[src/sv/vb128_pkg.sv]
// shared types, status codes and helpers for the base-128 varint decoder
package vb128_pkg;

  localparam int unsigned VALUE_W = 64;
  localparam int unsigned USED_W  = 4;
  localparam int unsigned IDX_W   = 4;
  localparam int unsigned ADDR_W  = 3;
  localparam int unsigned DATA_W  = 32;

  // group index of the ninth byte, the one that carries a full eight bits
  localparam logic [IDX_W-1:0] LAST_GROUP = 4'd8;

  // byte address of the signed_mode register
  localparam logic [ADDR_W-1:0] REG_SIGNED_MODE = 3'd0;

  typedef enum logic [1:0] {
    ST_OK    = 2'd0,
    ST_ZERO  = 2'd1,
    ST_TRUNC = 2'd2
  } status_t;

  typedef struct packed {
    logic                emit;
    logic [VALUE_W-1:0]  value;
    status_t             status;
    logic [USED_W-1:0]   used;
    logic [VALUE_W-1:0]  acc_nxt;
    logic [IDX_W-1:0]    idx_nxt;
  } step_t;

  function automatic logic [VALUE_W-1:0] zigzag_back(input logic [VALUE_W-1:0] v);
    logic [VALUE_W-1:0] w;
    w = v >> 1;
    if (v[0]) begin
      w = ~w;
    end
    return w;
  endfunction

endpackage

[src/sv/varint_base128_strict_decoder.sv]
// top level: strict base-128 varint decoder with input and result registers
// bytes are held in the input register, results in the result register
// throughput: one byte per cycle while out_stall does not hold a result;
// the accumulate step between the input and result registers sets it
// reset: synchronous active-low rst_n clears valid flags, accumulator,
// group index and signed_mode; no clearing pass
module varint_base128_strict_decoder (
  input  logic                               clk,
  input  logic                               rst_n,
  input  logic                               in_valid,
  output logic                               in_stall,
  input  logic [7:0]                         in_byte_value,
  input  logic                               in_buffer_end,
  output logic                               out_valid,
  input  logic                               out_stall,
  output logic [63:0]                        out_decoded_value,
  output logic [1:0]                         out_status,
  output logic [3:0]                         out_bytes_used,
  input  logic                               psel,
  input  logic                               penable,
  input  logic                               pwrite,
  input  logic [vb128_pkg::ADDR_W-1:0]       paddr,
  input  logic [vb128_pkg::DATA_W-1:0]       pwdata,
  output logic [vb128_pkg::DATA_W-1:0]       prdata,
  output logic                               pready
);

  logic                            s1_valid_r;
  logic [7:0]                      s1_byte_r;
  logic                            s1_end_r;
  logic                            s1_adv;
  logic                            in_take;
  logic [vb128_pkg::VALUE_W-1:0]   acc_r;
  logic [vb128_pkg::IDX_W-1:0]     idx_r;
  logic                            signed_mode_r;
  logic                            out_valid_r;
  logic [vb128_pkg::VALUE_W-1:0]   out_value_r;
  vb128_pkg::status_t              out_status_r;
  logic [vb128_pkg::USED_W-1:0]    out_used_r;
  logic                            out_free;
  vb128_pkg::step_t                step;

  // output slot is free when empty or being taken this cycle
  assign out_free = !out_valid_r || !out_stall;
  assign s1_adv   = s1_valid_r && out_free;
  assign in_stall = s1_valid_r && !out_free;
  assign in_take  = in_valid && !in_stall;

  vb128_step u_step (
    .byte_value  (s1_byte_r),
    .buffer_end  (s1_end_r),
    .acc         (acc_r),
    .idx         (idx_r),
    .signed_mode (signed_mode_r),
    .step        (step)
  );

  always_ff @(posedge clk) begin
    if (!rst_n) begin
      s1_valid_r <= 1'b0;
    end else if (in_take) begin
      s1_valid_r <= 1'b1;
    end else if (s1_adv) begin
      s1_valid_r <= 1'b0;
    end
  end

  always_ff @(posedge clk) begin
    if (in_take) begin
      s1_byte_r <= in_byte_value;
      s1_end_r  <= in_buffer_end;
    end
  end

  always_ff @(posedge clk) begin
    if (!rst_n) begin
      acc_r <= '0;
      idx_r <= '0;
    end else if (s1_adv) begin
      acc_r <= step.acc_nxt;
      idx_r <= step.idx_nxt;
    end
  end

  always_ff @(posedge clk) begin
    if (!rst_n) begin
      out_valid_r <= 1'b0;
    end else if (out_free) begin
      out_valid_r <= s1_adv && step.emit;
    end
  end

  always_ff @(posedge clk) begin
    if (s1_adv && step.emit) begin
      out_value_r  <= step.value;
      out_status_r <= step.status;
      out_used_r   <= step.used;
    end
  end

  // configuration register
  always_ff @(posedge clk) begin
    if (!rst_n) begin
      signed_mode_r <= 1'b0;
    end else if (psel && penable && pwrite && paddr[2] == vb128_pkg::REG_SIGNED_MODE[2]) begin
      signed_mode_r <= pwdata[0];
    end
  end

  assign pready = 1'b1;
  assign prdata = (paddr[2] == vb128_pkg::REG_SIGNED_MODE[2]) ?
                  {31'd0, signed_mode_r} : '0;

  assign out_valid         = out_valid_r;
  assign out_decoded_value = out_value_r;
  assign out_status        = out_status_r;
  assign out_bytes_used    = out_used_r;

endmodule

[src/sv/vb128_step.sv]
// one decode step: folds a byte or end marker into the accumulator state
module vb128_step (
  input  logic [7:0]                      byte_value,
  input  logic                            buffer_end,
  input  logic [vb128_pkg::VALUE_W-1:0]   acc,
  input  logic [vb128_pkg::IDX_W-1:0]     idx,
  input  logic                            signed_mode,
  output vb128_pkg::step_t                step
);

  logic [vb128_pkg::IDX_W-1:0]   sel;
  logic [5:0]                    shamt;
  logic [vb128_pkg::VALUE_W-1:0] acc_or;
  logic [vb128_pkg::VALUE_W-1:0] acc_last;
  logic                          byte_zero;

  assign sel       = (idx > vb128_pkg::LAST_GROUP) ? vb128_pkg::LAST_GROUP : idx;
  assign shamt     = 6'(sel[2:0]) * 6'd7;
  assign acc_or    = acc | ({57'd0, byte_value[6:0]} << shamt);
  assign acc_last  = acc | {byte_value, 56'd0};
  assign byte_zero = (byte_value == 8'd0);

  always_comb begin
    step.emit    = 1'b0;
    step.value   = '0;
    step.status  = vb128_pkg::ST_OK;
    step.used    = '0;
    step.acc_nxt = acc;
    step.idx_nxt = idx;
    if (buffer_end) begin
      if (sel != '0) begin
        step.emit   = 1'b1;
        step.status = vb128_pkg::ST_TRUNC;
        step.used   = sel;
      end
    end else if (sel < vb128_pkg::LAST_GROUP) begin
      if (byte_zero && sel != '0) begin
        step.emit   = 1'b1;
        step.status = vb128_pkg::ST_ZERO;
        step.used   = sel + 4'd1;
      end else if (!byte_value[7]) begin
        step.emit  = 1'b1;
        step.value = acc_or;
        step.used  = sel + 4'd1;
      end else begin
        step.acc_nxt = acc_or;
        step.idx_nxt = sel + 4'd1;
      end
    end else begin
      step.emit = 1'b1;
      step.used = 4'd9;
      if (byte_zero) begin
        step.status = vb128_pkg::ST_ZERO;
      end else begin
        step.value = acc_last;
      end
    end
    if (step.emit) begin
      step.acc_nxt = '0;
      step.idx_nxt = '0;
      if (step.status == vb128_pkg::ST_OK && signed_mode) begin
        step.value = vb128_pkg::zigzag_back(step.value);
      end
    end
  end

endmodule

[config.mk]
export PLATFORM = sky130hd
export DESIGN_NAME = varint_base128_strict_decoder
export DESIGN_NICKNAME = d
export VERILOG_FILES = /design/src/sv/vb128_pkg.sv /design/src/sv/varint_base128_strict_decoder.sv /design/src/sv/vb128_step.sv
export SDC_FILE = /design/constraint.sdc
export NUM_CORES = 1
export LEC_CHECK = 0
export ABC_AREA = 1
export BUFFER_PORTS_ARGS = -buffer_cell sky130_fd_sc_hd__buf_2
export CORE_MARGIN = 8
export CORE_UTILIZATION = 40
export CTS_CLUSTER_DIAMETER = 50
export DETAILED_ROUTE_END_ITERATION = 10
export PLACE_DENSITY = 0.69
export REMOVE_ABC_BUFFERS = 1
export SETUP_SLACK_MARGIN = 0.2
export SYNTH_ARGS = -nofsm -noshare
export SYNTH_HDL_FRONTEND = slang
export SYNTH_SLANG_ARGS = --single-unit
[constraint.sdc]
create_clock -name clk -period 8.4 [get_ports clk]
set_input_delay 1.26 -clock clk [delete_from_list [all_inputs] [get_ports clk]]
set_output_delay 1.26 -clock clk [all_outputs]
set_load 0.02 [all_outputs]
==> impl_results.md, run 1 <==
- Clock network fraction of design power: 45.8%
- Post-route DRC violation count: 0
- Starting DRT DRC Count: 726
- Crit Path Category: reg2reg
- Fin crit share: 52.94%
- Most common cell after layout, fill and taps aside: nand2_1
- Yosys warnings: 0
- Rows: 53
- Worst setup path endpoint: out_decoded_value[19]
- HPWL Detailed: 14.14 mm
- Synth area leaders: edfxtp_1 (28%), nand2_1 (20%), dfxtp_1 (15%)
- Post-layout util: 45.22%
- Layout Cells excl Fill: 1577
- Worst hold path class: reg2reg
- Crit path time final: 4.447 ns
- Fin nets: 1341
- Sw Share: around a quarter
- Yosys reg bits: 142
- Reg2Reg Setup Slack: 3.95 ns
- Layout area overhead: 10.99%
- Final Hold Viols: 0
- DR vias/cell: approximately 5.0
- Crit. Startpoint: idx_r[3]
- Effective utilization at floorplan: slightly above 40%
- Hold bufs inserted after CTS: 0
- Worst Path Arrival: 4.62 ns
- Synth top area share: 27.79%
- Clock root buffer master: clkbuf_16
- Clk_skew: 0.01110 ns
- Ant diodes: 0
- Commonest cells after routing, fill and taps aside: nand2_1 (460), nand3_1 (124), nor2_1 (103), inv_1 (102), a21oi_1 (102)
- Sequential Power Share: 46.4%
- Count of input and output buffers: 90
- Core Region: 20960 sq um
- Fmax: roughly 0.22 GHz
- Part of the Yosys area used for sequential elements: 42.56%
- Comb pwr share: 7.7%
- Pint: ~1200 uW
- Cell Pwr Density: ~170 nW/um^2
- Die W: 162.1 um
- CTS sink count: 142
- Pin count of the biggest net entering global routing: 92
- Slew @ Worst Pin: 1.027 ns
- CP required: ~8.6 ns
- Max capacitance violation total: 0
- Capturing point of the worst reg2reg path: out_decoded_value[19]
- Maximum buffer depth of the clock tree: 2
- Worst skew pair latency: 0.44 ns
- WL final: between 20 and 25 mm
- Pre-CTS setup slack: just over 4 ns
- Leakage Power: 0.004445 uW
- R2R Path Start: idx_r[3]
- Placer Congestion: 0.7980
- Worst-path clk slew: 0.06 ns
- Placed cells: 1545
- Crit. End Element: register
- Final ANT Viol Nets: 0
- Max-Slew Margin vs Limit: roughly a third
- CP Max Fanout: slightly above 90
- Cts repair resizes: 0
- GRT Overall Usage: 17.48%
- Die Ht: 162.1 um
- Post-Syn Area: 8537 sq um
- Remaining Overflow, GRT: 0
- Run status: complete, no violations
- Hold slack: 0.4718 ns
- First-pass GRT wire length: 37.26 mm
- CTS Buf Count: 17
- Fillers: 2189
- First drt pass iteration count: 4
- Share of layout cells above drive strength 1: around an eighth
- Synth unique cells: 29
- Switching power: approximately 420 uW
- Post-route setup slack: 3.953 ns
- Crit path launch type: register
- FF-to-FF path depth: 11
- Endpoints failing setup: 0
- Final count of pins violating max slew: 0
- DIE AREA: around 26000 sq um
- Postcts setup bufs: 0
- Worst ir drop on vdd: roughly 0.00014 V
- Mean Syn Cell Area: around 7 sq um
- Via Count: 7950
- Syn Inst Count: about 1200
- Vias in the first global route: roughly 7500
- Cell accounting for the most synthesized area: edfxtp_1
- Initial antenna violation count: 0
- # IOs: 156
- Routed wire per std cell: 14.51 um
- H-tree Lvls: 4
- Final setup TNS: 0 ns
- CTS tree: done
- RSZ-0062 raised after global routing: false
[worst min-delay path by stage]
stage / cells after the start / from / endpoint
6_report: 2 / acc_r[39] / acc_r[39]
5_1_grt: 2 / acc_r[35] / acc_r[35]
4_1_cts: 2 / acc_r[9] / acc_r[9]
3_5_place_dp: 2 / acc_r[9] / acc_r[9]
3_3_place_gp: 2 / acc_r[1] / acc_r[1]
2_1_floorplan: 2 / acc_r[1] / acc_r[1]
[final cells by class]
| cell class | instances | area, sq um | share of cell area (%) |
|---|---|---|---|
| multi-input combinational | 916 | 3974 | 41.94 |
| clock buffer | 20 | 436.7 | 4.608 |
| inverter | 111 | 416.7 | 4.397 |
| sequential | 142 | 3633 | 38.35 |
| timing repair buffer | 101 | 533.0 | 5.625 |
| clock inverter | 12 | 137.6 | 1.453 |
| tap | 275 | 344.1 | 3.631 |
[power groups by stage]
stage	Clock [uW]	Combinational, uW	Sequential, uW
3_3_place_gp	0	123	769
6_report	745	126	754
5_1_grt	789	139	755
2_1_floorplan	0	77.6	771
3_5_place_dp	0	125	769
4_1_cts	757	125	754
[cell families after synthesis]
kind of cell / Yosys count / share of synthesized area, %
AOI/OAI and AO/OA: 158 / 9.541
other: 2 / 0.08797
DFF: 142 / 42.56
and+or+nand+nor: 725 / 35.31
buffers and inverters: 221 / 12.36
adders and majority gates: 1 / 0.1465
[sequential cells by signal, indices dropped and copies added, names as in the netlist]
| signal | cells |
|---|---|
| acc_r | 56 |
| idx_r | 4 |
| out_bytes_used | 4 |
| out_decoded_value | 64 |
| out_status | 2 |
| out_valid | 1 |
| s1_byte_r | 8 |
| s1_end_r | 1 |
| s1_valid_r | 1 |
| signed_mode_r | 1 |
[worst max-delay path, stage by stage (launching register included)]
cell and delay (ns):
dfxtp_1 0.58, inv_2 0.27, nand2_2 0.26, ha_1 0.19, nand3_1 0.17, nand2_4 0.27, nand3_4 0.74, a21oi_4 0.77
buf_4 0.53, nand2_1 0.11, nand3_1 0.09, nand2_1 0.10
[routing by layer]
layer | up-vias | GRT usage (%) | wire length (um)
met1 | 3625 | 22.84 | 10220
met5 | - | 0 | 0
met4 | 0 | 5.640 | 355
li1 | 4027 | - | -
met2 | 268 | 27.88 | 10590
met3 | 30 | 4.303 | 1711
[cell usage after synthesis (all sizes together)]
library cell  count
a211oi            6
a21oi           103
nor2            109
o311a             1
conb              2
nand2           465
o21ai            48
inv             110
ha                1
nand4            24
nand3           126
nor3              1
edfxtp           79
clkinv            1
clkbuf           18
buf              92
dfxtp            63
[stage by stage]
| stage | cell area, sq um | power [uW] |
|---|---|---|
| global route | 9475 | 1683 |
| CTS | 9475 | 1636 |
| global placement | 8901 | 891.2 |
| finish | 9475 | 1625 |
| floorplan | 8011 | 849.0 |
| detailed placement | 8901 | 893.4 |
Power figures use the tool's default switching activity.
==> run 2, diff against run 1 <==
Settings changed: ABC_AREA 1 to 0, PLACE_DENSITY 0.69 to 0.73.
Clock period 8.4 ns to 3.7 ns, I/O delays scaled along.
==> run 2 against run 1 <==
Against the previous run: clock skew shrank 0.0032 ns; sequential share of layout area is 7.6 points higher; fmax increased by 50%; global-route usage fell by 1.9 points; clock power increased by 150%; core utilization up 2.5 points.
==> impl_results.md, run 2 <==
- Crit path launch type: register
- Worst Path Arrival: 3.10 ns (-1.52 ns)
- Final ANT Viol Nets: 0 (unchanged)
- CP Max Fanout: 35 (-62%)
- GRT Overall Usage: 15.54% (-1.9 points)
- RSZ-0062 raised after global routing: false
- Synth top area share: 35.07% (+7.3 points)
- Max capacitance violation total: 0 (unchanged)
- Fin nets: 801 (-40%)
- GR Layer Usage met2: 25.02% (-2.9 points)
- CP required: 3.84 ns (-4.73 ns)
- Share of layout cells above drive strength 1: 20.21% (+8.5 points)
- Initial antenna violation count: 0 (unchanged)
- CTS Buf Count: 17 (unchanged)
- WL final: 16.71 mm (-27%)
- Gr busiest metal: met2
- Post-synth EDFFs: 79 (unchanged)
- Pin count of the biggest net entering global routing: 62 (-33%)
- Die W: 146.1 um (-9.9%)
- Worst hold path class: in2reg
- Final count of pins violating max slew: 0 (unchanged)
- Worst path max stage delay: 0.80 ns (+0.03 ns)
- Syn Inst Count: 675 (-46%)
- Cell accounting for the most synthesized area: edfxtp_1
- Crit Path Category: reg2reg
- Effective utilization at floorplan: 40.80% (+0.056 points)
- Worst ir drop on vdd: 0.0003180 V (+130%)
- Yosys warnings: 0 (unchanged)
- Asr flop ratio synth: 0% (unchanged)
- Yosys reg bits: 142 (unchanged)
- WHS Path Cells: 1 (-1)
- Final Hold Viols: 0 (unchanged)
- # IOs: 156 (unchanged)
- Layout area overhead: 16.87%
- Commonest cells after routing, fill and taps aside: nor2_1 (118), a21oi_1 (114), buf_2 (90), edfxtp_1 (79), dfxtp_1 (63)
- Max-Slew Margin vs Limit: 35.56% (+4.0 points)
- Cell Pwr Density: 492.9 nW/um^2 (+190%)
- Clock root buffer master: clkbuf_16
- Placer Congestion: 0.8458 (+6.0%)
- Part of the Yosys area used for sequential elements: 53.71% (+11 points)
- Hold bufs inserted after CTS: 0 (unchanged)
- Via Count: 5247 (-34%)
- R2R Path Start: idx_r[3]
- Post-route DRC violation count: 0 (unchanged)
- Core Region: 16580 sq um (-21%)
- Worst-path clk slew: 0.06 ns (about the same)
- Cell area after layout: 7906 sq um (-17%)
- Max reg flops: 64 (unchanged)
- Post-Syn Area: 6765 sq um (-21%)
- Fmax: 0.3374 GHz (+50%)
- Synth area leaders: edfxtp_1 (35%), dfxtp_1 (19%), a21oi_1 (8.4%)
- Hold path startpoint: in_byte_value[6]
- CTS sink count: 142 (unchanged)
- Placed inst area: 7262 sq um (-18%)
- Crit path time final: 2.963 ns (-1.483 ns)
- Ant diodes: 0 (unchanged)
- Maximum buffer depth of the clock tree: 2 (unchanged)
- Worst Path Buf+Inv: 1 (-1)
- M3 GR Usage: 4.172% (-0.13 points)
- Rows: 47 (-11%)
- Slew @ Worst Pin: 0.9629 ns (-0.06421 ns)
- Die Ht: 146.1 um (-9.9%)
- HPWL Detailed: 10.93 mm (-23%)
- Mean Syn Cell Area: 10.02 sq um (+47%)
- Cell breakdown of the critical path: nand2b_1, a32oi_1, o21ai_4, buf_12, xor2_1, o22ai_1
- Fin crit share: 80.09% (+27 points)
- Most common cell after layout, fill and taps aside: nor2_1
- DIE AREA: 21330 sq um (-19%)
- Run status: complete, no violations
- WP depth: 6 (-5)
- Top FF cell, synth: edfxtp_1
- Hold slack: 0.3011 ns (-0.1707 ns)
- First-pass GRT wire length: 26.56 mm (-29%)
- CTS tree: done
- First drt pass iteration count: 5 (+1)
- Starting DRT DRC Count: 577 (-21%)
- Slowest stage cell, crit path: o21ai_4
- Remaining Overflow, GRT: 0 (unchanged)
- Clk_skew: 0.007908 ns (-0.003187 ns)
- H-tree Lvls: 4 (unchanged)
- Fillers: 1555 (-29%)
- Count of input and output buffers: 90 (unchanged)
- DR vias/cell: 5.343 (+6.0%)
- Vias in the first global route: 5045 (-33%)
- Endpoints failing setup: 0 (unchanged)
- Routed wire per std cell: 17.01 um (+17%)
- Worst path top cell family by delay: compound AO/OA/AOI/OAI gates
- Postcts setup bufs: 0 (unchanged)
- FF-to-FF path depth: 6 (-5)
- Crit. Startpoint: idx_r[3]
- Crit. End Element: register
- Leakage Power: 0.002784 uW (-37%)
- Commonest cells post-synth: nor2_1 (118), a21oi_1 (114), edfxtp_1 (79)
- Cts repair resizes: 0 (unchanged)
- GR Util met1: 19.51% (-3.3 points)
- Synth unique cells: 58 (+100%)
- Worst skew pair latency: 0.43 ns (about the same)
- Top-count cell post-synth: nor2_1
[run 2: routing by layer]
metal	wire length (um)	part of all wire (%)
met3	1187	7.1
met4	355	2.1
met2	8124	49
met5	0	0
met1	7040	42
[run 2: final timing paths]
path | end | slack [ns]
worst max-delay path | out_decoded_value[6] | 0.74
worst min-delay path | s1_byte_r[6] | 0.30
worst max register to register | out_decoded_value[6] | 0.74
worst min register to register | acc_r[53] | 0.47
[run 2: area by class of cell]
type,instances,area [sq um],area share (%)
Multi-Input combinational cell,479,2755,34.85
Timing Repair Buffer,107,590.6,7.470
Inverter,2,7.507,0.09495
Sequential cell,142,3633,45.96
Clock buffer,18,429.2,5.428
Clock inverter,14,215.2,2.722
Tap cell,220,275.3,3.482
[run 2: per-stage QoR]
step                      utilization (%)  TNS [ns]  worst slack, ns  cells  total power (uW)
after floorplan                         -    -1.742          -0.2423    623              1960
after global placement              43.79         0           0.8284    950              2063
after detailed placement            43.79         0           0.7401    950              2068
after CTS                           47.68         0           0.7525    982              3925
after global routing                47.68         0           0.5663    982              4027
final                               47.68         0           0.7366    982              3897
[run 2: worst register-to-register path: cells and delay by family (launching register included)]
family	cells	cell delay, ns
buf+inv	1	0.33
compound gates	3	1.16
xor+xnor	1	0.22
simple gates	1	0.34
flops	1	0.62
[run 2: logic make-up after synthesis]
kind of cell	count (synthesis)	synth area share, %
adders and majority gates	1	0.1849
xor gates and xnor gates	55	7.120
muxes	2	0.2959
buffers and inverters	84	7.342
DFF	142	53.71
and+or+nand+nor	188	13.83
AOI/OAI and AO/OA	201	17.40
other	2	0.1110
[run 2: report_power, final]
part / leakage (uW) / internal, uW / total [uW] / switching [uW]
combinational: 0.00130 / 89.8 / 320 / 231
clock: 0.000310 / 1200 / 1860 / 664
sequential: 0.00118 / 1700 / 1720 / 18.8
total: 0.00278 / 2980 / 3900 / 913
==> run 3, diff against run 2 <==
Clock period 3.7 ns to 2.6 ns, I/O delays scaled along.
==> run 3 against run 2 <==
Against the previous run: combinational power rose by 53%; register-to-register slack lost 0.42 ns; sequential share of layout area fell by 0.55 points; first-iteration DRC count fell by 15%; power rose by 35%; setup slack worse by 0.42 ns; sequential cell count is the same; design area rose by 1.2%.
==> impl_results.md, run 3 (synthesized netlist as in run 2, its figures left out) <==
- Run status: complete, no violations
- Post-layout util: 48.26% (+0.58 points)
- Sequential Area: 3633 sq um (unchanged)
- GRT Overall Usage: 15.66% (+0.12 points)
- Leakage Power: 0.002833 uW (+1.8%)
- Crit Path Category: reg2reg
- Clk_skew: 0.009285 ns (+0.001377 ns)
- RSZ-0062 raised after global routing: true
- Final Total Pwr: 5251 uW (+35%)
- Critical path's most frequent cell: nand2_2
- Vias in the first global route: 5007 (-0.75%)
- Worst path top cell family by delay: simple AND/OR/NAND/NOR gates
- Hold bufs inserted after CTS: 0 (unchanged)
- CP required: 2.85 ns (-0.99 ns)
- Worst-path clk slew: 0.06 ns (about the same)
- Crit path time final: 2.287 ns (-0.6764 ns)
- Clock root buffer master: clkbuf_16
- Final count of pins violating max slew: 0 (unchanged)
- Cell Pwr Density: 656.2 nW/um^2 (+33%)
- Layout area overhead: 18.29%
- Ant diodes: 0 (unchanged)
- H-tree Lvls: 4 (unchanged)
- Endpoints failing setup: 0 (unchanged)
- Crit. End Element: register
- Routed wire per std cell: 16.84 um (-1.0%)
- First-pass GRT wire length: 26.77 mm (+0.78%)
- # IOs: 156 (unchanged)
- Via Count: 5227 (-0.38%)
- Final Hold Viols: 0 (unchanged)
- Pin count of the biggest net entering global routing: 60 (-3.2%)
- Worst path max stage delay: 0.55 ns (-0.25 ns)
- Placed cells: 962 (+1.3%)
- Fillers: 1565 (+0.64%)
- Worst hold path class: in2reg
- Max capacitance violation total: 0 (unchanged)
- Fmax: 0.4372 GHz (+30%)
- Rows: 47 (unchanged)
- Final setup TNS: 0 ns (unchanged)
- CTS Buf Count: 17 (unchanged)
- Cell breakdown of the critical path: nor4_4, nand3_2, nand2_2, nand2_2, buf_12, o22ai_1
- Fin crit share: 87.96% (+7.9 points)
- Most common cell after layout, fill and taps aside: nor2_1
- Effective utilization at floorplan: 40.80% (unchanged)
- Layout Cells excl Fill: 997 (+1.5%)
- DR vias/cell: 5.243 (-1.9%)
- DIE AREA: 21330 sq um (unchanged)
- Share of layout cells above drive strength 1: 21.24% (+1.0 points)
- First drt pass iteration count: 5 (unchanged)
- Hold slack: 0.1363 ns (-0.1649 ns)
- Worst Path Buf+Inv: 1 (unchanged)
- Crit path launch type: register
- Slew @ Worst Pin: 0.6744 ns (-0.2885 ns)
- Worst Path Arrival: 2.53 ns (-0.57 ns)
- CP Max Fanout: 35 (unchanged)
- Maximum buffer depth of the clock tree: 2 (unchanged)
- Starting DRT DRC Count: 490 (-15%)
- Commonest cells after routing, fill and taps aside: nor2_1 (118), a21oi_1 (114), buf_2 (90), edfxtp_1 (79), dfxtp_1 (63)
- Worst skew pair latency: 0.43 ns (about the same)
- Post-route DRC violation count: 0 (unchanged)
- Fin nets: 816 (+1.9%)
- Die W: 146.1 um (unchanged)
- WL final: 16.79 mm (+0.47%)
- HPWL Detailed: 11.20 mm (+2.4%)
- Count of input and output buffers: 90 (unchanged)
- Final ANT Viol Nets: 0 (unchanged)
- Multi-input gate area: 2755 sq um (unchanged)
- Max-Slew Margin vs Limit: 54.95% (+19 points)
- Worst ir drop on vdd: 0.0004870 V (+53%)
- Max reg flops: 64 (unchanged)
- Slowest stage cell, crit path: edfxtp_1
- CTS tree: done
- Initial antenna violation count: 0 (unchanged)
- Placer Congestion: 0.8604 (+1.7%)
- Remaining Overflow, GRT: 0 (unchanged)
- Die Ht: 146.1 um (unchanged)
- Core Region: 16580 sq um (unchanged)
- CTS sink count: 142 (unchanged)
[run 3: changes by cell type in the layout (fill, tap and decap cells not counted), moves of 2 or more]
cell        before  now
buf_4           16   24
buf_12           1    6
bufinv_16        5    2
buf_6            0    2
clkbuf_1         1    3
clkinv_1         0    2
clkinv_4         3    1
clkinvlp_4       2    4
[run 3: timing repair]
item | in CTS | in global routing
buffers inserted | 3 | 0
resized for setup | 0 | 3
hold endpoints to repair | 0 | 0
endpoints found under the setup margin | 1 | 45
gates cloned | 0 | 0
[run 3: stage by stage]
| step | worst slack (ns) | instance area [sq um] |
|---|---|---|
| 2_1_floorplan | -1.342 | 6389 |
| 3_3_place_gp | 0.2828 | 7415 |
| 3_5_place_dp | 0.2300 | 7415 |
| 4_1_cts | 0.2863 | 7995 |
| 5_1_grt | 0.1955 | 8003 |
| 6_report | 0.3129 | 8003 |
[run 3: worst paths after layout]
| kind | startpoint | endpoint | slack [ns] | cells after the start |
|---|---|---|---|---|
| max | s1_byte_r[7] | out_decoded_value[20] | 0.31 | 6 |
| min | in_byte_value[1] | s1_byte_r[1] | 0.14 | 1 |
| max reg2reg | s1_byte_r[7] | out_decoded_value[20] | 0.31 | 6 |
| min reg2reg | acc_r[49] | acc_r[49] | 0.47 | 2 |
[run 3: where the power goes]
part,total (uW),switching (uW),internal (uW)
clock network,2320,924,1400
registers,2440,24.6,2420
logic,489,337,152
[run 3: routing by layer]
metal	up-vias	part of all wire [%]	GRT usage, %
met5	-	0	0
met4	0	2.4	7.728
met1	2470	43	19.89
met3	29	6.9	3.770
li1	2522	-	-
met2	206	47	24.56
[run 3: layout make-up]
cell class / count / share of cell area [%]
flip-flops and latches: 142 / 45.40
multi-input cells: 479 / 34.43
repair buffers: 122 / 9.662
clock buffers: 20 / 5.457
well taps: 220 / 3.440
clock inverters: 12 / 1.517
inverters: 2 / 0.09381
